<file path="src/hdl/spectral_peak_picker_top_assert.svh">
// Assertion macros shared by the spectral peak picker RTL.
`ifndef SPECTRAL_PEAK_PICKER_TOP_ASSERT_SVH
`define SPECTRAL_PEAK_PICKER_TOP_ASSERT_SVH

// same-cycle implication
`define SPP_ASSERT_IMP(lbl, clk, rstn, ante, cons) \
    lbl: assert property (@(posedge clk) disable iff (!(rstn)) (ante) |-> (cons)) \
        else $error("check failed");

// next-cycle implication
`define SPP_ASSERT_NXT(lbl, clk, rstn, ante, cons) \
    lbl: assert property (@(posedge clk) disable iff (!(rstn)) (ante) |=> (cons)) \
        else $error("check failed");

`endif

</file>
<file path="src/hdl/spp_pkg.sv">
// Types and constants of the spectral peak picker.
package spp_pkg;

    localparam int SUM_W  = 32;
    localparam int CH_W   = 31;
    localparam int POS_W  = 18;
    localparam int PWR_W  = 64;
    localparam int SHR_W  = 17;
    localparam int QDEPTH = 4;
    localparam int QPTR_W = 2;

    typedef struct packed {
        logic [SUM_W-1:0] ym;
        logic [SUM_W-1:0] y0;
        logic [SUM_W-1:0] y1;
        logic [CH_W-1:0]  l0;
        logic [CH_W-1:0]  l1;
        logic [CH_W-1:0]  l2;
        logic [CH_W-1:0]  r0;
        logic [CH_W-1:0]  r1;
        logic [CH_W-1:0]  r2;
        logic [POS_W-1:0] base;
    } t_peak;

    typedef struct packed {
        logic full;
        logic empty;
    } t_q_status;

    typedef enum logic [3:0] {
        ST_IDLE,
        ST_SETUP,
        ST_DIV,
        ST_SQA,
        ST_SQB,
        ST_PREP,
        ST_INTERP,
        ST_NORM,
        ST_SHARE,
        ST_DONE
    } t_back_state;

endpackage

</file>
<file path="src/hdl/spp_back.sv">
// Back end: interpolation of one peak at a time and the result register.
module spp_back import spp_pkg::*; #(
    parameter int FRAC_BITS = 8
) (
    input  logic              i_clk,
    input  logic              i_rst_n,
    input  t_peak             i_pk,
    input  t_q_status         i_q_status,
    output logic              o_q_pop,
    input  logic              i_pop,
    output logic              o_empty,
    output logic [POS_W-1:0]  o_peak_position,
    output logic [PWR_W-1:0]  o_peak_power,
    output logic [SHR_W-1:0]  o_stereo_share
);

`include "spectral_peak_picker_top_assert.svh"

    localparam int F  = FRAC_BITS;
    localparam int DW = 36;
    localparam int AW = PWR_W + F;
    localparam int LW = CH_W + F;
    localparam int TW = CH_W + 1 + F;
    localparam int RW = TW + 1;

    t_back_state r_state, n_state;

    t_peak             r_pk;
    logic              r_neg;
    logic [DW-1:0]     r_rem, r_den;
    logic [F-1:0]      r_q, r_part;
    logic [4:0]        r_cnt;
    logic [POS_W-1:0]  r_pos;
    logic [SUM_W-1:0]  r_b;
    logic [CH_W-1:0]   r_la, r_lb, r_ra, r_rb;
    logic [PWR_W-1:0]  r_sa, r_sb;
    logic [AW-1:0]     r_acc_sq, r_d_sq;
    logic [LW-1:0]     r_acc_l, r_acc_r, r_d_l, r_d_r;
    logic [TW-1:0]     r_tot;
    logic [RW-1:0]     r_rem2;
    logic [SHR_W-1:0]  r_shr;
    logic              r_ov;

    logic              out_load;
    logic [SUM_W-1:0]  diff;
    logic              neg;
    logic [34:0]       den_half;
    logic [DW-1:0]     rem_sh;
    logic              div_ge;
    logic [F-1:0]      qm, part;
    logic              lo0;
    logic [SUM_W-1:0]  sel_a, sel_b, mul_op;
    logic [PWR_W-1:0]  mul_res;
    logic [PWR_W:0]    dsq;
    logic [CH_W:0]     dl, dr;
    logic [RW-1:0]     rem2_s, tot_ext;
    logic              shr_ge;

    // setup values
    assign neg      = i_pk.ym > i_pk.y1;
    assign diff     = r_neg ? (r_pk.ym - r_pk.y1) : (r_pk.y1 - r_pk.ym);
    assign den_half = {2'b00, r_pk.y0, 1'b0} - {3'b000, r_pk.ym} - {3'b000, r_pk.y1};

    assign rem_sh = {r_rem[DW-2:0], 1'b0};
    assign div_ge = rem_sh >= r_den;

    // rounded quotient and interpolation side
    assign qm    = r_q + F'(r_neg && (r_rem != '0));
    assign lo0   = r_neg && (qm != '0);
    assign part  = lo0 ? (~qm + F'(1)) : qm;
    assign sel_a = lo0 ? r_pk.ym : r_pk.y0;
    assign sel_b = lo0 ? r_pk.y0 : r_pk.y1;

    assign mul_op  = (r_state == ST_SQA) ? sel_a : r_b;
    assign mul_res = PWR_W'(mul_op) * PWR_W'(mul_op);

    assign dsq = {1'b0, r_sb} - {1'b0, r_sa};
    assign dl  = {1'b0, r_lb} - {1'b0, r_la};
    assign dr  = {1'b0, r_rb} - {1'b0, r_ra};

    assign tot_ext = RW'(r_tot);
    assign rem2_s  = (r_cnt == '0) ? r_rem2 : {r_rem2[RW-2:0], 1'b0};
    assign shr_ge  = rem2_s >= tot_ext;

    // next state
    always_comb begin
        n_state = r_state;
        unique case (r_state)
            ST_IDLE:   if (!i_q_status.empty) n_state = ST_SETUP;
            ST_SETUP:  n_state = ST_DIV;
            ST_DIV:    if (r_cnt == 5'(F - 1)) n_state = ST_SQA;
            ST_SQA:    n_state = ST_SQB;
            ST_SQB:    n_state = ST_PREP;
            ST_PREP:   n_state = ST_INTERP;
            ST_INTERP: if (r_cnt == 5'(F - 1)) n_state = ST_NORM;
            ST_NORM:   n_state = ST_SHARE;
            ST_SHARE:  if (r_cnt == 5'(SHR_W - 1)) n_state = ST_DONE;
            ST_DONE:   if (!r_ov || i_pop) n_state = ST_IDLE;
            default:   n_state = ST_IDLE;
        endcase
    end

    // control outputs
    always_comb begin
        o_q_pop  = (r_state == ST_IDLE) && !i_q_status.empty;
        out_load = (r_state == ST_DONE) && (!r_ov || i_pop);
    end

    always_ff @(posedge i_clk) begin
        if (!i_rst_n) begin
            r_state <= ST_IDLE;
            r_ov    <= 1'b0;
        end else begin
            r_state <= n_state;
            if (out_load) begin
                r_ov <= 1'b1;
            end else if (i_pop) begin
                r_ov <= 1'b0;
            end
        end
    end

    always_ff @(posedge i_clk) begin
        unique case (r_state)
            ST_IDLE: begin
                r_pk  <= i_pk;
                r_neg <= neg;
            end
            ST_SETUP: begin
                r_rem <= DW'(diff);
                r_den <= {den_half, 1'b0};
                r_q   <= '0;
                r_cnt <= '0;
            end
            ST_DIV: begin
                r_rem <= div_ge ? (rem_sh - r_den) : rem_sh;
                r_q   <= {r_q[F-2:0], div_ge};
                r_cnt <= r_cnt + 5'(1);
            end
            ST_SQA: begin
                r_part <= part;
                r_pos  <= r_neg ? (r_pk.base - POS_W'(qm)) : (r_pk.base + POS_W'(qm));
                r_sa   <= mul_res;
                r_b    <= sel_b;
                r_la   <= lo0 ? r_pk.l0 : r_pk.l1;
                r_lb   <= lo0 ? r_pk.l1 : r_pk.l2;
                r_ra   <= lo0 ? r_pk.r0 : r_pk.r1;
                r_rb   <= lo0 ? r_pk.r1 : r_pk.r2;
            end
            ST_SQB: begin
                r_sb <= mul_res;
            end
            ST_PREP: begin
                r_acc_sq <= {r_sa, F'(0)};
                r_d_sq   <= {{(AW-PWR_W-1){dsq[PWR_W]}}, dsq};
                r_acc_l  <= {r_la, F'(0)};
                r_acc_r  <= {r_ra, F'(0)};
                r_d_l    <= {{(LW-CH_W-1){dl[CH_W]}}, dl};
                r_d_r    <= {{(LW-CH_W-1){dr[CH_W]}}, dr};
                r_cnt    <= '0;
            end
            ST_INTERP: begin
                if (r_part[0]) begin
                    r_acc_sq <= r_acc_sq + r_d_sq;
                    r_acc_l  <= r_acc_l + r_d_l;
                    r_acc_r  <= r_acc_r + r_d_r;
                end
                r_part <= r_part >> 1;
                r_d_sq <= r_d_sq << 1;
                r_d_l  <= r_d_l << 1;
                r_d_r  <= r_d_r << 1;
                r_cnt  <= r_cnt + 5'(1);
            end
            ST_NORM: begin
                r_tot  <= TW'(r_acc_l) + TW'(r_acc_r);
                r_rem2 <= RW'(r_acc_l);
                r_shr  <= '0;
                r_cnt  <= '0;
            end
            ST_SHARE: begin
                r_rem2 <= shr_ge ? (rem2_s - tot_ext) : rem2_s;
                r_shr  <= {r_shr[SHR_W-2:0], shr_ge};
                r_cnt  <= r_cnt + 5'(1);
            end
            ST_DONE: begin
            end
            default: begin
            end
        endcase
    end

    always_ff @(posedge i_clk) begin
        if (out_load) begin
            o_peak_position <= r_pos;
            o_peak_power    <= r_acc_sq[AW-1:F];
            o_stereo_share  <= (r_tot == '0) ? '0 : r_shr;
        end
    end

    assign o_empty = !r_ov;

    `SPP_ASSERT_IMP(a_pop_idle, i_clk, i_rst_n, o_q_pop, r_state == ST_IDLE)
    `SPP_ASSERT_IMP(a_load_free, i_clk, i_rst_n, out_load && r_ov, i_pop)

endmodule

</file>
<file path="config.mk">
export PLATFORM = sky130hd
export DESIGN_NAME = spp_back
export DESIGN_NICKNAME = d
export VERILOG_FILES = /design/src/hdl/spp_pkg.sv /design/src/hdl/spp_back.sv
export VERILOG_INCLUDE_DIRS = /design/src /design/src/hdl
export SDC_FILE = /design/constraint.sdc
export NUM_CORES = 2
export LEC_CHECK = 0
export BUFFER_PORTS_ARGS = -buffer_cell sky130_fd_sc_hd__buf_2
export CAP_MARGIN = 20
export CELL_PAD_IN_SITES_DETAIL_PLACEMENT = 2
export CELL_PAD_IN_SITES_GLOBAL_PLACEMENT = 2
export CORE_UTILIZATION = 42
export DETAILED_ROUTE_END_ITERATION = 12
export PLACE_DENSITY = 0.91
export SYNTH_ARGS = -nofsm -noshare
export SYNTH_HDL_FRONTEND = slang
export SYNTH_SLANG_ARGS = --single-unit
</file>
<file path="constraint.sdc">
create_clock -name i_clk -period 51.3 [get_ports i_clk]
set_clock_uncertainty 0.1 [all_clocks]
set_input_delay 10.26 -clock i_clk [delete_from_list [all_inputs] [get_ports i_clk]]
set_output_delay 10.26 -clock i_clk [all_outputs]
set_load 0.01 [all_outputs]
</file>
==> out/metrics.yaml <==
fin_crit_sh: 0.410
cts_sinks: 1195
grt_setup_unrepaired: "false"
routedWlPerCell_um: 42.7
die_w_um: 490
dp_slack_ns: 30.25
die_area_mm2: 0.240
setup-tns-final_ns: 0
ios: 406
drc: 0
fin_crit_ns: 21.06
ys_seq_area_frac: 0.358
worstPathRequired_ns: 40.94
clockBufferDepth: 3
relSlewSlack: -0.330
clk_pin_slew_ns: 0.07
via_per_inst: 7.04
synth-edff-count: 1190
grt_antenna_before_repair: 91
synth_top_area_share: 0.357
gp_congestion: 0.901
synth.area.top_cells: "edfxtp_1 (36%), fa_1 (16%), ha_1 (11%)"
htreeDepth: 4
drv_slew: 9
fin_nets: 12100
synth.distinct_cells: 79
hold_path_class: "reg -> reg"
fmax_ghz: 0.0475
grt.overflow.total: 0
area_delta_synth_final_pct: 10.8
rows: 178
yosys_warnings: 0
end_kind: "primary output"
clk_latency_ns: 0.98
critPathKind: "in -> out"
cts_buffers: 144
cp_max_fo: 2
final-setup-viol-count: 0
yosysMostFrequentCell: "inv_1"
netlist_instances: 9787
hold_viol_final: 0
drt_iter0_drc: 12800
fillers: 24000
crit_arrival_ns: 10.70
rr_startpoint: "r_rem[35]"
synth_area_mm2: 0.100
grt_max_degree: 171
multi_input_area_mm2: 0.0578
drt_pass1_iterations: 8
cap_violations: 4
min_from: "r_pos[17]"
yosysTopAreaCell: "edfxtp_1"
regArea_mm2: 0.0358
design.core.area_mm2: 0.236
worst_pin_slew_ns: 1.98
die_h_um: 490
dp_hpwl_um: 326000
ant_nets: 0
initial_utilization: 0.424
crit_path_start_kind: "primary input"
outcome: "finished, violations left"
grt_pass1_wl_um: 710000
ys_seq_elements: 1195
grt_pass1_vias: 99400
synth.avg_cell_area_um2: 10.2
layout-drive-gt1-share: 0.0999
cts_tree: "yes"
cts_root_buffer: "clkbuf_16"
syn-num-nets: 11800
synthFlopType: "edfxtp_1"
ys_top_cells_by_count: "inv_1 (1433), edfxtp_1 (1190), nand2_1 (868)"
startpoint: "i_q_status[0]"
ctsResizeCount: 0
post_cts_buffers: 0
grt_usage: 0.409
cts-hold-fix-buffers: 0
finalWirelength_um: 576000
async_flop_share: 0
portBuffers: 404
fin_ws_ns: 30.24
vias: 95100
violations: "max-capacitance violations, max-slew violations"
[flip-flops by register name, summed over array words and instances (netlist names), 18 cells and up]
| signal | flops |
|---|---|
| o_peak_power | 64 |
| r_rem2 | 41 |
| r_tot | 40 |
| r_d_sq | 72 |
| r_acc_l | 39 |
| r_b | 32 |
| r_sb | 63 |
| r_d_l | 39 |
| r_rem | 36 |
| r_rb | 31 |
| r_ra | 31 |
| r_d_r | 39 |
| r_acc_r | 39 |
| r_lb | 31 |
| r_den | 35 |
| r_sa | 63 |
| r_pos | 18 |
| r_acc_sq | 72 |
| r_pk | 300 |
| o_peak_position | 18 |
| r_la | 31 |
[layer usage]
| layer | global-route usage | vias up | wire length (um) |
|---|---|---|---|
| met5 | 0.00543 | - | 1780 |
| met4 | 0.349 | 92 | 70700 |
| met1 | 0.424 | 46800 | 180000 |
| met2 | 0.679 | 9223 | 250000 |
| met3 | 0.120 | 4624 | 73100 |
| li1 | - | 34300 | - |
[worst max-delay path: stages]
cell	delay, ns
buf_2	0.15
nor2b_1	0.14
buf_2	0.15
[worst paths after layout]
| check | cells past startpoint | to | slack, ns |
|---|---|---|---|
| min | 0 | o_peak_position[17] | 0.32 |
| min reg2reg | 0 | o_peak_position[17] | 0.32 |
| max | 3 | o_q_pop | 30.24 |
| max reg2reg | 40 | r_sb[63] | 30.72 |
[per-stage QoR]
stage,utilization,cell area [um2],instances,hold WS (ns)
floorplan,-,100000,9787,0.300
global placement,0.448,106000,13100,0.304
detailed placement,0.448,106000,13100,0.314
CTS,0.468,110000,13400,0.316
global route,0.469,111000,13400,0.332
finish,0.470,111000,13500,0.320
[kinds of logic after synthesis]
logic type / synth area share
and+or+nand+nor: 0.0994
AOI/OAI and AO/OA: 0.135
buffers and inverters: 0.0658
adders and majority gates: 0.269
DFF: 0.358
xor gates and xnor gates: 0.0473
muxes: 0.0257
[area by class of cell]
type / instances / share of cell area
Antenna cell: 97 / 0.00219
Clock buffer: 170 / 0.0336
Clock inverter: 92 / 0.00911
Inverter: 1440 / 0.0488
Multi-Input combinational cell: 6845 / 0.521
Sequential cell: 1195 / 0.323
Tap cell: 3150 / 0.0356
Timing Repair Buffer: 508 / 0.0261
[placed cells by master, fill, tap and decap left out, types with 33 or more instances in the layout]
cell,n
nand3_1,103
o211ai_1,45
edfxtp_1,1190
xor2_1,231
nand2b_1,84
nand4_1,73
and2_1,53
clkbuf_16,145
a211oi_1,55
a21o_1,273
a21oi_1,671
clkinv_2,33
o21ai_0,543
diode_2,97
o21bai_1,95
fa_1,805
a31oi_1,58
o31ai_1,47
nor2_1,676
ha_1,858
mux2_2,202
nand2_1,867
nor2b_1,109
buf_2,405
inv_1,1432
buf_4,97
xnor2_1,309
nor3_1,101
o21a_1,115
Power is left out: the tool's default activity adds up to more than one toggle a clock period on the data nets, which glitch-free logic cannot reach.
