===== config.mk =====
export PLATFORM = sky130hd
export DESIGN_NAME = spp_queue
export DESIGN_NICKNAME = d
export VERILOG_FILES = /design/src/hdl/spp_pkg.sv /design/src/hdl/spp_queue.sv
export VERILOG_INCLUDE_DIRS = /design/src /design/src/hdl
export SDC_FILE = /design/constraint.sdc
export NUM_CORES = 1
export LEC_CHECK = 0
export ABC_AREA = 0
export BUFFER_PORTS_ARGS = -buffer_cell sky130_fd_sc_hd__buf_2
export CAP_MARGIN = 25
export CORE_ASPECT_RATIO = 1.4
export CORE_MARGIN = 3
export CORE_UTILIZATION = 31
export CTS_CLUSTER_SIZE = 25
export DETAILED_ROUTE_END_ITERATION = 8
export PLACE_DENSITY = 0.46
export SETUP_SLACK_MARGIN = 0.2
export SYNTH_ARGS = -nofsm -noshare
export SYNTH_HDL_FRONTEND = slang
export SYNTH_SLANG_ARGS = --single-unit

===== constraint.sdc =====
create_clock -name i_clk -period 26.7 [get_ports i_clk]
set_input_delay 1.335 -clock i_clk [delete_from_list [all_inputs] [get_ports i_clk]]
set_output_delay 1.335 -clock i_clk [all_outputs]
set_load 0.01 [all_outputs]

===== src/hdl/spectral_peak_picker_top_assert.svh =====
// Assertion macros shared by the spectral peak picker RTL.
`ifndef SPECTRAL_PEAK_PICKER_TOP_ASSERT_SVH
`define SPECTRAL_PEAK_PICKER_TOP_ASSERT_SVH

// same-cycle implication
`define SPP_ASSERT_IMP(lbl, clk, rstn, ante, cons) \
    lbl: assert property (@(posedge clk) disable iff (!(rstn)) (ante) |-> (cons)) \
        else $error("check failed");

// next-cycle implication
`define SPP_ASSERT_NXT(lbl, clk, rstn, ante, cons) \
    lbl: assert property (@(posedge clk) disable iff (!(rstn)) (ante) |=> (cons)) \
        else $error("check failed");

`endif


===== src/hdl/spp_pkg.sv =====
// Types and constants of the spectral peak picker.
package spp_pkg;

    localparam int SUM_W  = 32;
    localparam int CH_W   = 31;
    localparam int POS_W  = 18;
    localparam int PWR_W  = 64;
    localparam int SHR_W  = 17;
    localparam int QDEPTH = 4;
    localparam int QPTR_W = 2;

    typedef struct packed {
        logic [SUM_W-1:0] ym;
        logic [SUM_W-1:0] y0;
        logic [SUM_W-1:0] y1;
        logic [CH_W-1:0]  l0;
        logic [CH_W-1:0]  l1;
        logic [CH_W-1:0]  l2;
        logic [CH_W-1:0]  r0;
        logic [CH_W-1:0]  r1;
        logic [CH_W-1:0]  r2;
        logic [POS_W-1:0] base;
    } t_peak;

    typedef struct packed {
        logic full;
        logic empty;
    } t_q_status;

    typedef enum logic [3:0] {
        ST_IDLE,
        ST_SETUP,
        ST_DIV,
        ST_SQA,
        ST_SQB,
        ST_PREP,
        ST_INTERP,
        ST_NORM,
        ST_SHARE,
        ST_DONE
    } t_back_state;

endpackage


===== src/hdl/spp_queue.sv =====
// Short queue of peak descriptors between front and back.
module spp_queue import spp_pkg::*; (
    input  logic      i_clk,
    input  logic      i_rst_n,
    input  logic      i_push,
    input  t_peak     i_data,
    input  logic      i_pop,
    output t_peak     o_data,
    output t_q_status o_status
);

`include "spectral_peak_picker_top_assert.svh"

    t_peak             r_mem [QDEPTH];
    logic [QPTR_W-1:0] r_wr, r_rd;
    logic [QPTR_W:0]   r_cnt;
    logic              push_ok, pop_ok;

    assign o_status.full  = (r_cnt == (QPTR_W+1)'(QDEPTH));
    assign o_status.empty = (r_cnt == '0);
    assign push_ok = i_push && !o_status.full;
    assign pop_ok  = i_pop && !o_status.empty;
    assign o_data  = r_mem[r_rd];

    always_ff @(posedge i_clk) begin
        if (push_ok) begin
            r_mem[r_wr] <= i_data;
        end
    end

    always_ff @(posedge i_clk) begin
        if (!i_rst_n) begin
            r_wr  <= '0;
            r_rd  <= '0;
            r_cnt <= '0;
        end else begin
            if (push_ok) begin
                r_wr <= r_wr + QPTR_W'(1);
            end
            if (pop_ok) begin
                r_rd <= r_rd + QPTR_W'(1);
            end
            if (push_ok && !pop_ok) begin
                r_cnt <= r_cnt + (QPTR_W+1)'(1);
            end else if (pop_ok && !push_ok) begin
                r_cnt <= r_cnt - (QPTR_W+1)'(1);
            end
        end
    end

    `SPP_ASSERT_IMP(a_cnt_range, i_clk, i_rst_n, 1'b1, r_cnt <= (QPTR_W+1)'(QDEPTH))
    `SPP_ASSERT_IMP(a_empty_ptr, i_clk, i_rst_n, r_cnt == '0, r_wr == r_rd)
    `SPP_ASSERT_NXT(a_fill, i_clk, i_rst_n, push_ok && !pop_ok, r_cnt == $past(r_cnt) + 1'b1)

endmodule


==> results of run 1 <==
## report_power, final
part           internal [mW]  total, mW  switching, mW  leakage, nW
combinational          0.534       1.21          0.676         4.29
sequential              2.31       2.35         0.0455         11.1
clock                  0.950       1.64          0.692         1.88
total                   3.79       5.20           1.41         17.2
## layout by cell type (no fill, tap or decap)
master and count:
clkinv_1 26, clkinvlp_4 6, ha_1 5, clkbuf_16 119, xor2_1 1, and2_1 4
diode_2 23, dfxtp_1 7, nand2_1 4, a21boi_0 1, clkinv_2 26, fa_1 1
clkbuf_1 18, nor3_1 1, buf_2 605, edfxtp_1 1200, buf_4 23, o311ai_0 1
inv_8 1, nor2b_1 2, clkinv_8 2, inv_6 4, mux4_2 300, xnor2_1 3
buf_16 4, mux2i_1 3, o21ai_0 1, dfxtp_4 2, buf_12 3, o31ai_1 1
clkinv_4 3, inv_1 3, and2_4 4, or3_1 1, nor3b_1 1, bufinv_16 14
## registers in the layout, indices dropped and copies added (netlist names), named ones only
register and flops:
r_mem 1200, r_cnt 3, r_rd 2, r_wr 2
## metrics by stage
| stage | std cells | worst slack, ps |
|---|---|---|
| floorplan | 1615 | 17480 |
| global placement | 4074 | 21400 |
| detailed placement | 4075 | 21360 |
| CTS | 4294 | 20710 |
| global route | 4304 | 20640 |
| finish | 4320 | 20970 |
## worst register-to-register path: stages, from the launching register on
cell and delay [ps]:
dfxtp_1 450, nor3b_1 110, nor2b_1 750, and2_4 840, buf_12 520, buf_4 1420
## cells by family (layout without fill, tap and decap cells)
kind of cell / after synthesis / after routing
simple gates: 17 / 17
xor+xnor: 4 / 4
compound gates: 4 / 4
other cells: 0 / 23
buf+inv: 72 / 857
flops: 1209 / 1209
mux: 303 / 303
fa+ha+maj: 6 / 6
## worst max path at each step
stage,from,endpoint,slack (ps),cells past startpoint
2_1_floorplan,i_push,r_mem[0][0],17480,3
3_3_place_gp,i_push,r_mem[0][8],21400,5
3_5_place_dp,i_push,r_mem[1][284],21360,5
4_1_cts,flop,o_data[73],20710,5
5_1_grt,flop,o_data[73],20640,5
6_report,flop,o_data[73],20970,5
## layer usage
metal	global-route usage [%]	vias up	routed length, um
li1	-	8465	-
met1	16.2	10400	39400
met2	23.6	613	52300
met3	5.34	182	8770
met4	5.48	24	3190
met5	0	-	156
## final cells by class
class / instances / area (um^2) / area share (%)
clock inverter: 82 / 798 / 1.51
multi-input combinational: 334 / 7040 / 13.3
inverter: 3 / 11.3 / 0.0213
antenna: 23 / 57.6 / 0.109
clock buffer: 137 / 3050 / 5.75
timing repair buffer: 635 / 3370 / 6.37
sequential: 1209 / 36200 / 68.4
tap: 1897 / 2370 / 4.49
==> qor.yml, run 1 <==
yosys:
  yosys.area.top_type_share_pct: 81.7
  synth-simple-area-share_pct: 0.218
  synth_ff_type: "edfxtp_1"
  synth_seq_cells: 1209
  synth_fa_ha_area_share_pct: 0.187
  ys_seq_area_share_pct: 82.1
  synth_top_family_by_area: "multiplexers"
  synth_area_leader_cell: "edfxtp_1"
  synth-edff-count: 1200
  ys_top_cells_by_count: "1200 x edfxtp_1, 300 x mux4_2, 33 x buf_12"
  synthArstFlopShare_pct: 0
  yosys_warnings: 0
  yosysMostFrequentCell: "edfxtp_1"
  netlist_area_um2: 44100
  synthCells: 1615
  synth_mux_area_share_pct: 15.4
  synth-compound-area-share_pct: 0.0653
  synthXorXnorAreaFrac_pct: 0.0794
  synth_cell_types: 23
  synth_area_leaders: "edfxtp_1 82%, mux4_2 15%, buf_12 1.5%"
  synthesis.nets: 1925
  avgSynthCellArea_um2: 27.3
clock_tree:
  postCtsResizedCells: 0
  postCtsSetupBuffers: 0
  clock_sinks: 1209
  clkLatencyLatePin_ps: 720
  htreeDepth: 3
  cts_hold_buf: 0
  cts_tree: "yes"
  cts.clk_slew.worst_paths_ps: 60
  cts_root_buf: "clkbuf_16"
  cts_buffer_depth: 3
  cts_made_buffers: 117
worst_setup_path:
  critPathKind: "reg -> out"
  path_common_cell: "buf_4"
  critPathBufInv: 4
  worstPathMaxFanout: 57
  crit_family: "buffers and inverters"
  path_cells: "buf_4 > buf_4 > buf_4 > mux4_2 > buf_2"
  r2r_slack_ps: 22160
  start_kind: "flop"
  slowest_stage: "buf_4"
  required_ps: 25360
  critPathCaptureType: "primary output"
  r2r-end: "r_mem[0][69]"
  reg2reg_from: "r_cnt[0]"
  r2r_cells: 5
  max_stage_delay_ps: 840
  arrival_ps: 4400
routing:
  drt_wl_total_um: 104000
  drc: 0
  antenna_left: 0
  num_vias: 19700
  first_pass_iters: 5
  drt_iter0_drc: 1301
  via_per_inst: 4.55
  avgRoutedWirePerCell_um: 24.0
power:
  peakVddDrop_uv: 62.4
  p_total_mw: 5.20
  power_density_nw_per_um2: 98.3
  p_leak_nw: 17.2
timing:
  hold_viol_final: 0
  setup_viol: 0
  timing.hold.ws_ps: 535
  tightest_slew_ps: 1300
  max_freq_mhz: 174
  drv_slew: 0
  setup-tns-final_ps: 0
  min_period_ps: 5730
  post-route-period-util_pct: 21.5
  skew_ps: 15.7
  rsz0062_at_grt: "no"
  maxSlewHeadroom_pct: 13.3
final_layout:
  fin_nets: 2610
  layout-drive-gt1-share_pct: 46.5
  design_area_um2: 52900
  fill_cells: 13000
  utilization_pct: 37.5
  areaGrowthSynthToFinish_pct: 20.0
grt:
  grt_use_total_pct: 14.0
  overflow: 0
  grt_first_pass_wirelength_um: 152000
  grt_pass1_vias: 21700
  grt_max_degree: 138
  antenna_found_initial: 48
floorplanning:
  start_util_pct: 31.2
  die-area_um2: 147000
  coreArea_um2: 141000
  fp.dieH_um: 452
  ios: 606
  rows: 163
  die_w_um: 325
placement:
  gp_congestion: 0.738
  hpwl_um: 65400
  place_area_um2: 48900
  io_buffer_count: 605
hold_path:
  hold_depth: 2
  holdPathEnd: "r_wr[1]"
  hold_path_class: "reg -> reg"
  hold_path_startpoint: "r_wr[1]"
run:
  drv_cap: 0
status:
  status: "completed"
Power figures use the tool's default switching activity.
==> run 2: changes to the inputs <==
- ABC_AREA: 0 -> 1
- PLACE_DENSITY: 0.46 -> 0.48
- clock period: 26.7 -> 5.1 ns (I/O delays scaled with it)
==> qor.yml, run 2 <==
final_layout:
  multi_input_area_um2: 7420  # +5.4%
  largestRegisters: "r_mem x1200, r_cnt x3"
  layout-drive-gt1-share_pct: 20.9  # -26 points
  fill_cells: 13500  # +4.0%
  most-common-layout-cells: "1200 x edfxtp_1, 609 x nor2_1, 605 x buf_2"
  fin_cells: 5863  # +36%
  fin_nets: 4151  # +59%
  areaGrowthSynthToFinish_pct: 26.2
  regMostFlops: "r_mem"
  largest_reg_flops: 1200  # unchanged
  design_area_um2: 56500  # +6.8%
  final_common_cell: "edfxtp_1"
  seqCellArea_um2: 36200  # about the same
yosys:
  synth_seq_cells: 1209  # unchanged
  synth_ff_type: "edfxtp_1"
  yosysMostFrequentCell: "edfxtp_1"
  synth_area_leaders: "edfxtp_1 80%, o21ai_0 5.6%, nor2_1 5.1%"
  synth_cell_types: 22  # -4.3%
  ys_top_cells_by_count: "1200 x edfxtp_1, 614 x nor2_1, 505 x o21ai_0"
  synth_top_family_by_area: "compound AO/OA/AOI/OAI gates"
  yosys.area.top_type_share_pct: 80.5  # -1.3 points
  synth_area_leader_cell: "edfxtp_1"
  ys_seq_area_share_pct: 80.9  # -1.3 points
  synth_fa_ha_area_share_pct: 0.184  # -0.0029 points
  synthXorXnorAreaFrac_pct: 0.0196  # -0.060 points
  synth-simple-area-share_pct: 5.33  # +5.1 points
  synthCells: 2971  # +84%
  synthesis.nets: 3281  # +70%
  synth-compound-area-share_pct: 10.9  # +11 points
  avgSynthCellArea_um2: 15.1  # -45%
  netlist_area_um2: 44800  # +1.6%
  synth_mux_area_share_pct: 0  # -15 points
  synth-edff-count: 1200  # unchanged
  yosys_warnings: 0  # unchanged
  synthArstFlopShare_pct: 0  # unchanged
run:
  drv_cap: 0  # unchanged
floorplanning:
  fp.dieH_um: 456  # +0.76%
  rows: 164  # +0.61%
  die-area_um2: 149000  # +1.5%
  die_w_um: 327  # +0.76%
  start_util_pct: 31.3  # +0.066 points
  ios: 606  # unchanged
  coreArea_um2: 143000  # +1.3%
status:
  status: "finished, violations left"
  violations: "slew limit"
timing:
  drv_slew: 84  # +84
  max_freq_mhz: 236
  hold_viol_final: 0  # unchanged
  maxSlewHeadroom_pct: -8.46  # -22 points
  timing.hold.ws_ps: 260  # -275 ps
  skew_ps: 24.0  # +8.22 ps
  post-route-period-util_pct: 83.1
  setup_viol: 0  # unchanged
  min_period_ps: 4240
  tightest_slew_ps: 1630  # +327 ps
  rsz0062_at_grt: "no"
clock_tree:
  htreeDepth: 3  # unchanged
  cts_root_buf: "clkbuf_16"
  cts_made_buffers: 118  # +0.85%
  clkLatencyLatePin_ps: 740  # +20 ps
  cts_tree: "yes"
  cts_buffer_depth: 3  # unchanged
  cts.clk_slew.worst_paths_ps: 60  # about the same
  clock_sinks: 1209  # unchanged
power:
  power_density_nw_per_um2: 486  # +390%
  peakVddDrop_uv: 394  # +530%
  p_leak_nw: 19.4  # +13%
worst_setup_path:
  critPathBufInv: 3  # -1
  slowest_stage: "dfxtp_4"
  worstPathMaxFanout: 257  # +350%
  start_kind: "flop"
  path_cells: "clkinv_16 > buf_4 > o21ai_0 > o22ai_1 > buf_2"
  required_ps: 4850  # -20510 ps
  critPathCaptureType: "primary output"
  critPathKind: "reg -> out"
  max_stage_delay_ps: 840  # about the same
  arrival_ps: 3980  # -420 ps
  crit_family: "buffers and inverters"
  r2r_slack_ps: 2640  # -19520 ps
routing:
  antenna_left: 0  # unchanged
  via_per_inst: 4.77  # +4.7%
  first_pass_iters: 5  # unchanged
  avgRoutedWirePerCell_um: 20.5  # -15%
  drt_wl_total_um: 120000  # +16%
  drc: 0  # unchanged
  drt_iter0_drc: 1663  # +28%
  num_vias: 27900  # +42%
hold_path:
  hold_path_class: "in -> reg"
placement:
  dp.cells: 5327  # +31%
  place_area_um2: 49700  # +1.5%
  gp_congestion: 0.746  # +1.1%
  hpwl_um: 68300  # +4.5%
  io_buffer_count: 605  # unchanged
grt:
  overflow: 0  # unchanged
  antenna_found_initial: 19  # -60%
  grt_first_pass_wirelength_um: 178000  # +17%
  grt_use_total_pct: 15.6  # +1.5 points
  grt_max_degree: 258  # +87%
  grt_pass1_vias: 27600  # +27%
==> run 2: per-layer routing <==
metal	wire length, um	GRT usage, %	vias up
met4	4060	6.35	8
met3	7680	3.77	173
li1	-	-	13000
met2	58800	26.2	725
met5	57	0	-
met1	49400	19.2	14000
==> run 2: what timing repair did <==
action	4_1_cts	5_1_grt
hold endpoints to repair	1210	0
hold buffers	303	0
buffers inserted	0	0
resized for setup	0	0
==> run 2: kinds of logic (layout without fill, tap and decap cells) <==
kind of cell,count (synthesis),after routing
flip-flops,1209,1209
AO/OA/AOI/OAI,904,904
AND/OR/NAND/NOR,634,634
buffers and inverters,217,1182
adder cells (fa/ha/maj),6,6
XOR/XNOR,1,1
other,0,18
==> run 2: cell type report <==
class,instances,area share [%]
clock inverters,73,1.21
well taps,1909,4.23
inverters,18,0.179
diodes,18,0.0797
flip-flops and latches,1209,64.1
repair buffers,949,11.6
multi-input cells,1545,13.1
clock buffers,142,5.42
==> run 2: final timing paths <==
kind                     from  depth (start not counted)             to
setup / recovery         flop                          5    o_data[221]
hold / removal    i_data[293]                          2  r_mem[0][293]
setup reg to reg     r_cnt[0]                          6  r_mem[0][142]
hold reg to reg       r_rd[0]                          2        r_rd[0]
==> run 2: report_power, final <==
part	total (mW)	internal (mW)	leakage (nW)	switching [mW]
clock network	8.51	4.79	1.82	3.73
logic	6.62	2.06	6.54	4.56
registers	12.4	12.1	11.1	0.276
total	27.5	18.9	19.4	8.56
==> run 2: through the flow <==
stage	worst slack, ps	setup TNS (ps)	power (mW)	util [%]
detailed placement	2030	0	19.1	34.7
CTS	1190	0	28.0	39.5
finish	861	0	27.5	39.5
global placement	2060	0	19.1	34.7
floorplan	-384	-447740	16.3	-
global route	731	0	28.9	39.5
==> run 2: worst reg2reg max path, cell delays in order, from the launching register on <==
cell and delay [ps]:
dfxtp_2 370, nor2_2 60, nand2_2 110, nand2_4 120, nor2_4 190, buf_4 470
buf_4 730
==> run 3: changes to the inputs <==
- ABC_AREA: 1 -> 0
- clock period: 5.1 -> 3.65 ns (I/O delays scaled with it)
==> qor.yml, run 3 (same netlist as run 1, synthesis figures left out) <==
timing:
  max_freq_mhz: 324
  rsz0062_at_grt: "no"
  maxSlewHeadroom_pct: 46.6  # +55 points
  setup_viol: 0  # unchanged
  worst_slack_ps: 561  # -300 ps
  skew_ps: 27.7  # +3.70 ps
  setup-tns-final_ps: 0  # unchanged
  post-route-period-util_pct: 84.6
  min_period_ps: 3090
  hold_viol_final: 0  # unchanged
  drv_slew: 0  # -100%
  tightest_slew_ps: 801  # -826 ps
final_layout:
  fin_nets: 2945  # -29%
  most-common-layout-cells: "1200 x edfxtp_1, 605 x buf_2, 304 x dlygate4sd3_1"
  regMostFlops: "r_mem"
  areaGrowthSynthToFinish_pct: 27.4
  layout-drive-gt1-share_pct: 41.4  # +20 points
  largestRegisters: "r_mem x1200, r_cnt x3"
  utilization_pct: 39.8  # +0.28 points
  final_common_cell: "edfxtp_1"
  largest_reg_flops: 1200  # unchanged
grt:
  antenna_found_initial: 8  # -11
  overflow: 0  # unchanged
  grt_use_total_pct: 14.2  # -1.4 points
  grt_first_pass_wirelength_um: 155000  # -13%
  grt_pass1_vias: 23300  # -16%
  grt_max_degree: 92  # -64%
floorplanning:
  start_util_pct: 31.2  # -0.066 points
  fp.dieH_um: 452  # -0.76%
  die-area_um2: 147000  # -1.5%
  rows: 163  # -0.61%
  coreArea_um2: 141000  # -1.3%
  die_w_um: 325  # -0.75%
  ios: 606  # unchanged
hold_path:
  hold_path_class: "in -> reg"
  hold_depth: 2  # unchanged
run:
  drv_cap: 0  # unchanged
power:
  power_density_nw_per_um2: 674  # +39%
  peakVddDrop_uv: 483  # +23%
  p_leak_nw: 18.6  # -4.3%
clock_tree:
  cts.clk_slew.worst_paths_ps: 60  # about the same
  clock_sinks: 1209  # unchanged
  clkLatencyLatePin_ps: 730  # about the same
  postCtsSetupBuffers: 0  # unchanged
  cts_root_buf: "clkbuf_16"
  cts_tree: "yes"
  htreeDepth: 3  # unchanged
  cts_made_buffers: 114  # -3.4%
  cts_buffer_depth: 3  # unchanged
worst_setup_path:
  critPathKind: "reg -> out"
  worstPathMaxFanout: 25  # -90%
  start_kind: "flop"
  r2r_cells: 4  # -2
  arrival_ps: 2910  # -1070 ps
  critPathCaptureType: "primary output"
  required_ps: 3470  # -1380 ps
routing:
  num_vias: 20900  # -25%
  highest_layer: "met4"
  antenna_left: 0  # unchanged
  via_per_inst: 4.51  # -5.4%
  first_pass_iters: 5  # unchanged
  route.layer.met1.wl_um: 40400  # -18%
  dr_wl_met2_um: 54500  # -7.3%
  wl_met3_um: 6660  # -13%
  avgRoutedWirePerCell_um: 22.7  # +11%
  drc: 0  # unchanged
  drt_wl_total_um: 105000  # -13%
  drt_iter0_drc: 1252  # -25%
placement:
  io_buffer_count: 605  # unchanged
  gp_congestion: 0.734  # -1.7%
  dp_slack_ps: 987  # -1040 ps
  hpwl_um: 67800  # -0.85%
status:
  status: "completed"
==> run 3: through the flow <==
step / power [mW] / instances / instance area, um^2 / hold WS [ps]
final: 37.8 / 4631 / 56200 / 192
after global routing: 39.6 / 4629 / 56200 / 133
after CTS: 38.6 / 4622 / 56100 / 93.9
after detailed placement: 26.9 / 4112 / 49500 / 398
after global placement: 26.7 / 4112 / 49500 / 390
after floorplan: 23.4 / 1615 / 44100 / 281
==> run 3: power breakdown <==
part	switching (mW)	total, mW	leakage, nW	internal, mW
registers	0.436	17.3	11.1	16.8
clock network	5.04	11.3	1.73	6.29
logic	4.97	9.25	5.80	4.28
==> run 3: final cells by class <==
cell class,count,area [um^2]
clock buffer,142,2980
fill,12700,85000
tap,1897,2370
clock inverter,64,572
antenna,9,22.5
sequential,1209,36200
multi-input combinational,334,7040
timing repair buffer,973,6940
inverter,3,11.3
==> run 3: routing by layer <==
| metal | global-route usage [%] | vias to the layer above |
|---|---|---|
| met5 | 0 | - |
| met4 | 5.75 | 0 |
| met3 | 3.69 | 147 |
| met2 | 24.7 | 590 |
| met1 | 16.8 | 11000 |
| li1 | - | 9096 |
==> run 3: repair_timing <==
item                                   in CTS  in global routing
endpoints found under the hold margin    1209                  0
gates resized for setup                     0                  0
hold buffers                              304                  0
==> run 3: critical path, cell delays in order (launching register included) <==
cell	delay, ps
dfxtp_4	870
buf_4	440
mux4_2	620
buf_2	200
==> run 3: path summary, 6_finish.rpt <==
check | from | to | slack [ps]
max | flop | o_data[90] | 560
min | i_data[256] | r_mem[2][256] | 190
max reg2reg | r_cnt[0] | r_mem[3][63] | 1010
min reg2reg | r_wr[1] | r_wr[1] | 520
