`src/hdl/spectral_peak_picker_top_assert.svh`:
```
// Assertion macros shared by the spectral peak picker RTL.
`ifndef SPECTRAL_PEAK_PICKER_TOP_ASSERT_SVH
`define SPECTRAL_PEAK_PICKER_TOP_ASSERT_SVH

// same-cycle implication
`define SPP_ASSERT_IMP(lbl, clk, rstn, ante, cons) \
    lbl: assert property (@(posedge clk) disable iff (!(rstn)) (ante) |-> (cons)) \
        else $error("check failed");

// next-cycle implication
`define SPP_ASSERT_NXT(lbl, clk, rstn, ante, cons) \
    lbl: assert property (@(posedge clk) disable iff (!(rstn)) (ante) |=> (cons)) \
        else $error("check failed");

`endif

```
`src/hdl/spp_pkg.sv`:
```
// Types and constants of the spectral peak picker.
package spp_pkg;

    localparam int SUM_W  = 32;
    localparam int CH_W   = 31;
    localparam int POS_W  = 18;
    localparam int PWR_W  = 64;
    localparam int SHR_W  = 17;
    localparam int QDEPTH = 4;
    localparam int QPTR_W = 2;

    typedef struct packed {
        logic [SUM_W-1:0] ym;
        logic [SUM_W-1:0] y0;
        logic [SUM_W-1:0] y1;
        logic [CH_W-1:0]  l0;
        logic [CH_W-1:0]  l1;
        logic [CH_W-1:0]  l2;
        logic [CH_W-1:0]  r0;
        logic [CH_W-1:0]  r1;
        logic [CH_W-1:0]  r2;
        logic [POS_W-1:0] base;
    } t_peak;

    typedef struct packed {
        logic full;
        logic empty;
    } t_q_status;

    typedef enum logic [3:0] {
        ST_IDLE,
        ST_SETUP,
        ST_DIV,
        ST_SQA,
        ST_SQB,
        ST_PREP,
        ST_INTERP,
        ST_NORM,
        ST_SHARE,
        ST_DONE
    } t_back_state;

endpackage

```
`src/hdl/spp_front.sv`:
```
// Front end: threshold, three-bin window, local maximum detection.
module spp_front import spp_pkg::*; #(
    parameter int BINS      = 1024,
    parameter int FRAC_BITS = 8
) (
    input  logic             i_clk,
    input  logic             i_rst_n,
    input  logic             i_cfg_we,
    input  logic [31:0]      i_cfg_data,
    input  logic             i_push,
    input  logic [CH_W-1:0]  i_l_power,
    input  logic [CH_W-1:0]  i_r_power,
    input  logic             i_last_bin,
    input  t_q_status        i_q_status,
    output logic             o_pk_valid,
    output t_peak            o_pk
);

    localparam int BW = $clog2(BINS);
    localparam int PW = (BW + FRAC_BITS > POS_W) ? BW + FRAC_BITS : POS_W;

    logic [31:0]      r_thr;
    logic [BW-1:0]    r_cnt;
    logic [SUM_W-1:0] r_s1, r_s2;
    logic [CH_W-1:0]  r_l1, r_l2, r_r1, r_r2;

    logic             accept, peak, last;
    logic [SUM_W-1:0] sum, sum_t;
    logic [BW-1:0]    k;
    logic [PW-1:0]    k_shift;

    assign accept  = i_push && !i_q_status.full;
    assign sum     = SUM_W'({1'b0, i_l_power}) + SUM_W'({1'b0, i_r_power});
    assign sum_t   = (sum < r_thr) ? '0 : sum;
    assign peak    = (r_cnt >= BW'(2)) && (r_s2 > r_s1) && (r_s2 > sum_t);
    assign last    = i_last_bin || (r_cnt == BW'(BINS - 1));
    assign k       = r_cnt - BW'(1);
    assign k_shift = PW'(k) << FRAC_BITS;

    assign o_pk_valid = accept && peak;
    always_comb begin
        o_pk.ym   = r_s1;
        o_pk.y0   = r_s2;
        o_pk.y1   = sum_t;
        o_pk.l0   = r_l1;
        o_pk.l1   = r_l2;
        o_pk.l2   = i_l_power;
        o_pk.r0   = r_r1;
        o_pk.r1   = r_r2;
        o_pk.r2   = i_r_power;
        o_pk.base = k_shift[POS_W-1:0];
    end

    always_ff @(posedge i_clk) begin
        if (!i_rst_n) begin
            r_thr <= '0;
        end else if (i_cfg_we) begin
            r_thr <= i_cfg_data;
        end
    end

    always_ff @(posedge i_clk) begin
        if (!i_rst_n) begin
            r_cnt <= '0;
            r_s1  <= '0;
            r_s2  <= '0;
            r_l1  <= '0;
            r_l2  <= '0;
            r_r1  <= '0;
            r_r2  <= '0;
        end else if (accept) begin
            if (last) begin
                r_cnt <= '0;
                r_s1  <= '0;
                r_s2  <= '0;
                r_l1  <= '0;
                r_l2  <= '0;
                r_r1  <= '0;
                r_r2  <= '0;
            end else begin
                r_cnt <= r_cnt + BW'(1);
                r_s1  <= r_s2;
                r_s2  <= sum_t;
                r_l1  <= r_l2;
                r_l2  <= i_l_power;
                r_r1  <= r_r2;
                r_r2  <= i_r_power;
            end
        end
    end

endmodule

```
`config.mk`:
```
export PLATFORM = sky130hd
export DESIGN_NAME = spp_front
export DESIGN_NICKNAME = d
export VERILOG_FILES = /design/src/hdl/spectral_peak_picker_top_assert.svh /design/src/hdl/spp_pkg.sv /design/src/hdl/spp_front.sv
export SDC_FILE = /design/constraint.sdc
export NUM_CORES = 1
export LEC_CHECK = 0
export ABC_AREA = 1
export BUFFER_PORTS_ARGS = -buffer_cell sky130_fd_sc_hd__buf_2
export CORE_MARGIN = 8
export CORE_UTILIZATION = 40
export DETAILED_ROUTE_END_ITERATION = 6
export PLACE_DENSITY = 0.65
export SLEW_MARGIN = 20
export SYNTH_ARGS = -nofsm -noshare
export SYNTH_HDL_FRONTEND = slang
export SYNTH_SLANG_ARGS = --single-unit
```
`constraint.sdc`:
```
create_clock -name i_clk -period 4.1 [get_ports i_clk]
set_input_delay 0.205 -clock i_clk [delete_from_list [all_inputs] [get_ports i_clk]]
set_output_delay 0.205 -clock i_clk [all_outputs]
set_load 0.01 [all_outputs]
```
==> results of run 1 <==
==> per-layer routing <==
metal	vias up	wire length [um]	global-route usage (%)
li1	7400	-	-
met1	6825	21310	28.03
met2	443	23470	39.10
met3	85	3371	5.325
met4	2	1413	6.754
met5	-	10	0
==> synthesized netlist by cell type <==
cell	instances
a21o_1	1
nand2_2	21
nor2_1	74
nand4_1	16
nand2_1	655
nor2_4	2
nor3b_1	2
o21bai_1	4
buf_2	22
o21ai_0	55
nor3_1	14
conb_1	1
a211oi_1	1
o21a_1	5
nand3b_1	1
nor2_2	3
xor2_2	4
buf_4	70
buf_1	1
ha_1	129
fa_1	1
dfxtp_1	230
nor4_1	4
xnor2_1	2
buf_6	1
a21oi_1	296
a21oi_2	1
xor2_1	19
nand3_2	4
nand3_1	72
or2_2	2
nor3_2	5
o211ai_1	3
inv_1	216
clkinv_1	3
inv_2	12
nor3_4	1
clkbuf_1	53
==> timing repair <==
action	CTS	global route
pin swaps	17	42
endpoints found under the hold margin	48	0
gates cloned	3	0
gates resized for setup	67	105
endpoints found under the setup margin	1	1
hold buffers	49	0
setup buffers	8	7
==> how the worst max path moves through the flow <==
| stage | start | to | slack [ns] | cells after the start |
|---|---|---|---|---|
| floorplan | i_l_power[0] | o_pk_valid | 0.17 | 31 |
| global placement | i_l_power[17] | o_pk_valid | -0.49 | 30 |
| detailed placement | i_l_power[0] | o_pk_valid | -0.46 | 34 |
| CTS | i_l_power[0] | o_pk_valid | -0.27 | 34 |
| global route | i_l_power[0] | o_pk_valid | -0.45 | 36 |
| finish | i_l_power[3] | o_pk_valid | -0.23 | 28 |
==> placed cells by master, fill, tap and decap left out, drive strengths merged, types with 49 or more instances in the layout <==
master,count
nand3,76
dfxtp,230
a21oi,297
inv,228
nand2,676
nor2,79
ha,129
o21ai,55
buf,599
dlygate4sd3,49
==> sequential cells by signal (all words and copies together), names as in the netlist <==
| register | flops |
|---|---|
| r_s1 | 32 |
| r_s2 | 32 |
| r_thr | 32 |
| r_l1 | 31 |
| r_l2 | 31 |
| r_r1 | 31 |
| r_r2 | 31 |
| r_cnt | 10 |
==> power by group through the flow <==
stage / Sequential, W / Clock [W] / Combinational [W]
4_1_cts: 0.00234 / 0.00252 / 0.00220
6_report: 0.00234 / 0.00245 / 0.00233
5_1_grt: 0.00234 / 0.00261 / 0.00257
2_1_floorplan: 0.00239 / 0 / 0.00106
3_3_place_gp: 0.00238 / 0 / 0.00194
3_5_place_dp: 0.00239 / 0 / 0.00196
==> through the flow <==
step | hold slack [ns] | instance area, um^2 | cells
floorplan | 0.3399 | 13710 | 2013
global placement | 0.4492 | 16880 | 2897
detailed placement | 0.4529 | 16880 | 2897
CTS | 0.0003061 | 18800 | 3004
global route | 0.01541 | 19300 | 3010
finish | 0.02523 | 19300 | 3010
==> worst max-delay path: stages <==
cell,delay (ns)
buf_2,0.13
ha_4,0.26
a21oi_1,0.28
nand2_4,0.11
nand3_1,0.09
nand3_2,0.15
buf_4,0.18
xor2_2,0.16
ha_1,0.30
nand3_2,0.08
nor3_2,0.17
nand2_1,0.09
nand2_2,0.07
nand2_2,0.07
nand2_4,0.12
buf_6,0.12
buf_16,0.10
nand2_1,0.09
ha_1,0.30
nand2_1,0.11
nor4_1,0.19
buf_4,0.16
nand2_1,0.08
nor3_2,0.18
nor2_1,0.07
nand2_1,0.07
nor2_1,0.04
buf_2,0.14
==> final cells by class <==
type,count,share of cell area [%]
antenna,1,0.01297
clock buffer,34,3.949
clock inverter,13,0.7392
inverter,231,4.545
multi-input combinational,1405,42.69
sequential,230,23.86
tap,448,2.905
timing repair buffer,648,21.29
==> cell families after synthesis <==
| family | after synthesis | synth area share [%] |
|---|---|---|
| DFF | 230 | 33.65 |
| xor gates and xnor gates | 25 | 1.820 |
| buffers and inverters | 378 | 12.54 |
| AOI/OAI and AO/OA | 366 | 13.67 |
| other | 1 | 0.02740 |
| adders and majority gates | 130 | 11.94 |
| and+or+nand+nor | 876 | 26.35 |
==> results.yml, run 1 <==
global_routing:
  grt_first_pass_wirelength_mm: 76.19
  grt_max_degree: 125
  grt_pass1_vias: 14470
  antenna_found_initial: 2
  grt_overflow: 0
  grt_usage_pct: 22.81
floorplan:
  start_util_pct: 40.71
  chipHeight_um: 201.0
  coreArea_um2: 33620
  die_w_um: 201.0
  dieArea_um2: 40380
  rows: 67
  io_pins: 402
synthesis:
  syn_avg_cell_area_um2: 6.822
  ys_seq_area_share_pct: 33.65
  synthesis.area_um2: 13680
  yosys_warnings: 0
  synth_cells: 2006
  synth_top_cell_area_share_pct: 33.65
  yosys.area.top_type: "dfxtp_1"
  synth-seq-cells: 230
  synthDistinctLibCells: 38
  yosys-top-cells-area: "dfxtp_1 34%, nand2_1 18%, ha_1 12%, a21oi_1 11%, inv_1 5.9%"
sta:
  worst_slack_ns: -0.2289
  worstMarginPinSlew_ns: 1.039
  hold_violations: 0
  drv_slew: 0
  period_share_pct: 105.6
  fin_skew_ns: 0.01891
  timing.fmax_ghz: 0.2310
  fin_crit_ns: 4.329
  setup_viol: 1
  slew_headroom_pct: 30.71
  rsz0062_at_grt: "yes"
  tns_ns: -0.2289
critical_path:
  cp.required_ns: 3.89
  crit_type: "in2out"
  cp_max_fo: 5
  worstReg2RegStart: "r_cnt[1]$_SDFFE_PN0P_"
  r2r_end: "r_l1[13]$_SDFFE_PN0P_"
  crit_path_start_kind: "primary input"
  cp_data_arrival_time_ns: 4.12
  reg2reg_slack_ns: 1.80
  reg2reg_depth: 9
  end_kind: "output port"
route:
  postRouteWirelength_mm: 49.57
  drtIter0Drc: 834
  vias_per_cell: 4.902
  antenna_left: 0
  vias: 14760
  dr.pass1.iters: 5
  routedWlPerCell_um: 16.47
  drc: 0
min_path:
  min_from: "i_cfg_data[22]"
  hold_path.class: "in2reg"
  min_to: "r_thr[22]$_SDFFE_PN0P_"
  hold_depth: 3
cts:
  clk_path_buf_depth: 3
  clock_latency_ns: 0.55
  clkSlewWorstSetupHoldPaths_ns: 0.06
  cts_sinks: 230
  clock-root-buffer: "clkbuf_16"
  ctsHtreeMaxLevel: 1
  cts_tree: "done"
  cts_buffers: 26
run_status:
  status: "finished with violations"
  violations: "setup timing"
power_and_ir_drop:
  seq_power_share_pct: 32.8
  powerDensity_nw_per_um2: 369.0
  p_total_w: 0.007120
  power_frac_comb_pct: 32.7
  ir_drop_mv: 0.3234
  internal_power_w: 0.004817
  netSwitchingPower_w: 0.002303
  clockPowerShare_pct: 34.4
  leakagePower_nw: 9.435
  p_sw_share_pct: 32.35
job:
  cap_violations: 0
placement:
  post-dp-hpwl_mm: 37.61
  dp_slack_ns: -0.4567
  place_congestion: 0.9325
  port_buffers: 392
cells_and_area:
  syn_to_final_growth_pct: 41.01
  nFillCells: 3258
  finalCoreUtilization_pct: 57.40
  drive_above_1_share_pct: 32.49
  regArea_um2: 4604
  multiInputGateArea_um2: 8238
  nNetsFinal: 2773
No activity file was read; power rests on OpenSTA's default activity.
==> inputs of run 2 (changes only) <==
- REMOVE_ABC_BUFFERS: default -> 1
- SKIP_CTS_REPAIR_TIMING: default -> 1
==> run 2 against run 1 <==
Net effect:
- the flow finishes with violations (hold timing, setup timing)
- routed wire length decreased by 2.2%
- highest routed layer is now met4
- via count decreased by 0.29%
- clock power increased by 3%
==> results.yml, run 2 (synthesized netlist as in run 1, its figures left out) <==
run_status:
  status: "finished with violations"
  violations: "hold timing, setup timing"
cts:
  cts_buffers: 27
  clk_path_buf_depth: 3
  clock_latency_ns: 0.55
  clock-root-buffer: "clkbuf_16"
  clkSlewWorstSetupHoldPaths_ns: 0.06
  cts_sinks: 230
  cts_tree: "done"
  ctsHtreeMaxLevel: 1
cells_and_area:
  finish.instance_area_um2: 19400
  drive_above_1_share_pct: 32.30
  finalCoreUtilization_pct: 57.70
  syn_to_final_growth_pct: 41.74
  finalNonFillerCells: 3009
  nFillCells: 3133
  nNetsFinal: 2770
  largestRegisters: "r_s1 (32), r_s2 (32), r_thr (32)"
  final_common_cell: "nand2_1"
  mostFrequentLayoutCells: "616 x nand2_1, 390 x buf_2, 279 x a21oi_1, 230 x dfxtp_1, 207 x inv_1"
floorplan:
  rows: 67
  die_w_um: 201.0
  coreArea_um2: 33620
  chipHeight_um: 201.0
  dieArea_um2: 40380
  start_util_pct: 40.71
  io_pins: 402
route:
  vias: 14710
  drtIter0Drc: 825
  drc: 0
  routedWlPerCell_um: 16.11
  dr.pass1.iters: 5
  vias_per_cell: 4.889
  postRouteWirelength_mm: 48.48
  antenna_left: 0
sta:
  hold_violations: 5
  hold-worst-slack_ns: -0.06139
  worstMarginPinSlew_ns: 1.023
  setup_viol: 1
  period_share_pct: 106.4
  timing.fmax_ghz: 0.2293
  rsz0062_at_grt: "yes"
  worst_slack_ns: -0.2611
  drv_slew: 0
  tns_ns: -0.2611
  slew_headroom_pct: 31.82
  fin_skew_ns: 0.01812
  fin_crit_ns: 4.361
power_and_ir_drop:
  ir_drop_mv: 0.3108
  power_frac_comb_pct: 32.7
  seq_power_share_pct: 32.3
  netSwitchingPower_w: 0.002356
  internal_power_w: 0.004878
  leakagePower_nw: 9.433
  p_sw_share_pct: 32.57
  powerDensity_nw_per_um2: 372.9
  clockPowerShare_pct: 35.0
critical_path:
  cp.required_ns: 3.89
  cp_data_arrival_time_ns: 4.16
  worstReg2RegStart: "r_cnt[1]$_SDFFE_PN0P_"
  end_kind: "output port"
  cp_max_fo: 8
  crit_path_start_kind: "primary input"
  slowest_stage: "ha_2"
  worstSetupStartpoint: "i_r_power[15]"
  crit_type: "in2out"
  critPathMaxStageDelay_ns: 0.39
global_routing:
  antenna_found_initial: 1
  grt_overflow: 0
  gr-usage-met1_pct: 26.85
  grt_max_degree: 113
  grt_first_pass_wirelength_mm: 72.45
  top_usage_layer: "met2"
  use_met2_pct: 36.72
  grt_pass1_vias: 13830
  grt_usage_pct: 21.45
  grt.met3_usage_pct: 4.276
job:
  cap_violations: 0
min_path:
  min_from: "i_cfg_data[3]"
  hold_path.class: "in2reg"
placement:
  port_buffers: 392
  post-dp-hpwl_mm: 35.92
  dp_cells: 2885
  place_area_um2: 16770
  place_congestion: 0.8729
==> run 2: power by group through the flow <==
stage	Sequential (W)	Combinational, W	Clock, W
final	0.00234	0.00237	0.00253
after global routing	0.00234	0.00260	0.00268
after CTS	0.00233	0.00196	0.00259
after detailed placement	0.00238	0.00194	0
after global placement	0.00238	0.00192	0
after floorplan	0.00239	0.000962	0
==> run 2: per-layer routing <==
layer  up-vias  routed length [um]
met5         -                   0
met4         0                1085
met3        68                2974
met2       445               23550
met1      6793               20870
li1       7406                   -
==> run 2: through the flow <==
step / hold WS, ns / setup slack [ns] / power [W]
after global routing: -0.001073 / -0.5012 / 0.007619
after global placement: 0.4405 / -0.3886 / 0.004300
after floorplan: 0.3399 / -0.2123 / 0.003352
final: -0.06139 / -0.2611 / 0.007234
after detailed placement: 0.4476 / -0.5104 / 0.004324
after CTS: -0.1276 / -0.5156 / 0.006876
==> run 2: worst paths after layout <==
| kind | end | cells past startpoint | slack [ns] |
|---|---|---|---|
| max reg2reg | r_s2[0]$_SDFFE_PN0P_ | 9 | 1.74 |
| min | r_thr[3]$_SDFFE_PN0P_ | 3 | -0.06 |
| min reg2reg | r_l1[19]$_SDFFE_PN0P_ | 2 | 0.46 |
| max | o_pk_valid | 29 | -0.26 |
==> run 2: cell type report <==
type	instances	area [um^2]	area share, %
Clock buffer	35	745.7	3.845
Timing Repair Buffer	644	4120	21.24
Sequential cell	230	4604	23.74
Antenna cell	1	2.502	0.01290
Multi-Input combinational cell	1405	8295	42.77
Clock inverter	15	190.2	0.9805
Inverter	231	877.1	4.522
Tap cell	448	560.5	2.890
==> run 2: worst max-delay path: cells and delay by family <==
family,cells,cell delay (ns)
AO/OA/AOI/OAI,5,0.73
adder cells (fa/ha/maj),3,0.87
AND/OR/NAND/NOR,17,1.74
buffers and inverters,4,0.60
==> inputs of run 3 (changes only) <==
- PLACE_DENSITY: 0.65 -> 0.68
- clock period: 4.1 -> 3.6 ns (I/O delays scaled with it)
==> run 3 against run 2 <==
Net effect:
- the run still ends with hold timing, setup timing left
- die area is the same
- sequential share of layout area shrank 0.54 points
- global-route usage grew 0.17 points
- cell count grew 0.86%
- setup slack lost 0.48 ns
- hold slack gained 0.024 ns
- total power grew 15%
- sequential power grew 14%
- via count grew 1.7%
- sequential cell count is the same
- design area grew 2.3%
- clock skew shrank 0.0059 ns
- largest cell class unchanged
==> results.yml, run 3 (synthesized netlist as in run 1, its figures left out) <==
placement:
  dp_slack_ns: -0.8815
  dp_cells: 2902
  post-dp-hpwl_mm: 36.60
  place_congestion: 0.8899
  port_buffers: 392
cts:
  clock-root-buffer: "clkbuf_16"
  clkSlewWorstSetupHoldPaths_ns: 0.06
  cts_tree: "done"
  clk_path_buf_depth: 3
  cts_buffers: 26
  cts_sinks: 230
  clock_latency_ns: 0.54
  ctsHtreeMaxLevel: 1
route:
  dr.pass1.iters: 5
  antenna_left: 0
  postRouteWirelength_mm: 49.56
  vias: 14960
  vias_per_cell: 4.929
  wl_met3_mm: 3.317
  routedWlPerCell_um: 16.33
  dr_wl_met2_mm: 24.61
  drc: 0
  wl_met1_mm: 20.71
  drtIter0Drc: 908
  top_layer: "met4"
sta:
  worst_slack_ns: -0.7411
  hold_violations: 2
  worstMarginPinSlew_ns: 0.9160
  drv_slew: 0
  tns_ns: -0.7411
  fin_crit_ns: 4.341
  fin_skew_ns: 0.01227
  hold-worst-slack_ns: -0.03760
  rsz0062_at_grt: "yes"
  period_share_pct: 120.6
  setup_viol: 1
  timing.fmax_ghz: 0.2304
  slew_headroom_pct: 38.93
critical_path:
  reg2reg_slack_ns: 0.99
  cp.required_ns: 3.42
  r2r_end: "r_r2[12]$_SDFFE_PN0P_"
  crit_cells: 31
  worstSetupStartpoint: "i_l_power[3]"
  crit_type: "in2out"
  end_kind: "output port"
  path_buf_inv: 6
  critPathMaxStageDelay_ns: 0.29
  crit_family: "simple AND/OR/NAND/NOR gates"
  worstReg2RegStart: "r_cnt[1]$_SDFFE_PN0P_"
  cp_data_arrival_time_ns: 4.16
  slowest_stage: "ha_1"
  crit_path_start_kind: "primary input"
  cp_common_cell: "nand2_1"
  reg2reg_depth: 10
  cp_max_fo: 7
floorplan:
  chipHeight_um: 201.0
  coreArea_um2: 33620
  io_pins: 402
  dieArea_um2: 40380
  start_util_pct: 40.71
  rows: 67
  die_w_um: 201.0
cells_and_area:
  finalNonFillerCells: 3035
  mostFrequentLayoutCells: "597 x nand2_1, 389 x buf_2, 273 x a21oi_1, 230 x dfxtp_1, 208 x buf_4"
  largestRegisters: "r_s1 (32), r_s2 (32), r_thr (32)"
  final_common_cell: "nand2_1"
  syn_to_final_growth_pct: 45.07
  drive_above_1_share_pct: 34.30
  nNetsFinal: 2794
  finalCoreUtilization_pct: 59.05
job:
  cap_violations: 0
min_path:
  min_from: "i_cfg_data[19]"
  hold_depth: 3
  hold_path.class: "in2reg"
  min_to: "r_thr[19]$_SDFFE_PN0P_"
power_and_ir_drop:
  ir_drop_mv: 0.3659
  powerDensity_nw_per_um2: 420.8
  leakagePower_nw: 9.583
global_routing:
  grt_usage_pct: 21.62
  antenna_found_initial: 4
  grt_overflow: 0
  grt_pass1_vias: 13880
  grt_max_degree: 113
  grt_first_pass_wirelength_mm: 73.15
run_status:
  status: "finished with violations"
  violations: "hold timing, setup timing"
[run 3: changes by cell type in the layout (fill, tap and decap cells not counted), moves of 6 or more]
cell     delta
ha_4        +7
nand2_1    -19
a21oi_1     -6
buf_4      +22
ha_1        -8
nand2_2    +14
[run 3: layer usage]
layer  global-route usage [%]  vias to the layer above
li1                         -                     7463
met1                    26.52                     6959
met2                    37.87                      468
met3                    4.712                       68
met4                    5.283                        0
met5                        0                        -
[run 3: worst max-delay path by stage]
stage,endpoint,slack (ns)
3_3_place_gp,o_pk_valid,-0.85
5_1_grt,o_pk_valid,-1.02
3_5_place_dp,o_pk_valid,-0.88
2_1_floorplan,o_pk_valid,-0.66
6_report,o_pk_valid,-0.74
4_1_cts,o_pk_valid,-0.91
[run 3: worst register-to-register path: cells and delay by family (launching register included)]
family / cells / cell delay, ns
simple gates: 6 / 0.94
buf+inv: 2 / 0.90
flops: 1 / 0.36
fa+ha+maj: 1 / 0.22
compound gates: 1 / 0.13
[run 3: where the power goes]
part	switching, W	leakage (nW)	internal [W]
clock network	0.00110	0.453	0.00172
registers	0.0000513	1.87	0.00261
logic	0.00159	7.26	0.00128
total	0.00274	9.58	0.00561
[run 3: cell type report]
type	count	area, um^2
Clock inverter	11	135.1
Tap cell	448	560.5
Fill cell	3053	13760
Inverter	231	879.6
Clock buffer	37	783.3
Multi-Input combinational cell	1405	8551
Sequential cell	230	4604
Timing Repair Buffer	669	4328
Antenna cell	4	10.01
[run 3: metrics by stage]
stage,power [W],area [um^2],hold WS (ns)
2_1_floorplan,0.003818,12860,0.3149
3_3_place_gp,0.004908,16920,0.4154
3_5_place_dp,0.004941,16920,0.4099
4_1_cts,0.007793,17830,-0.1564
5_1_grt,0.008788,19850,0.005670
6_report,0.008354,19850,-0.03760
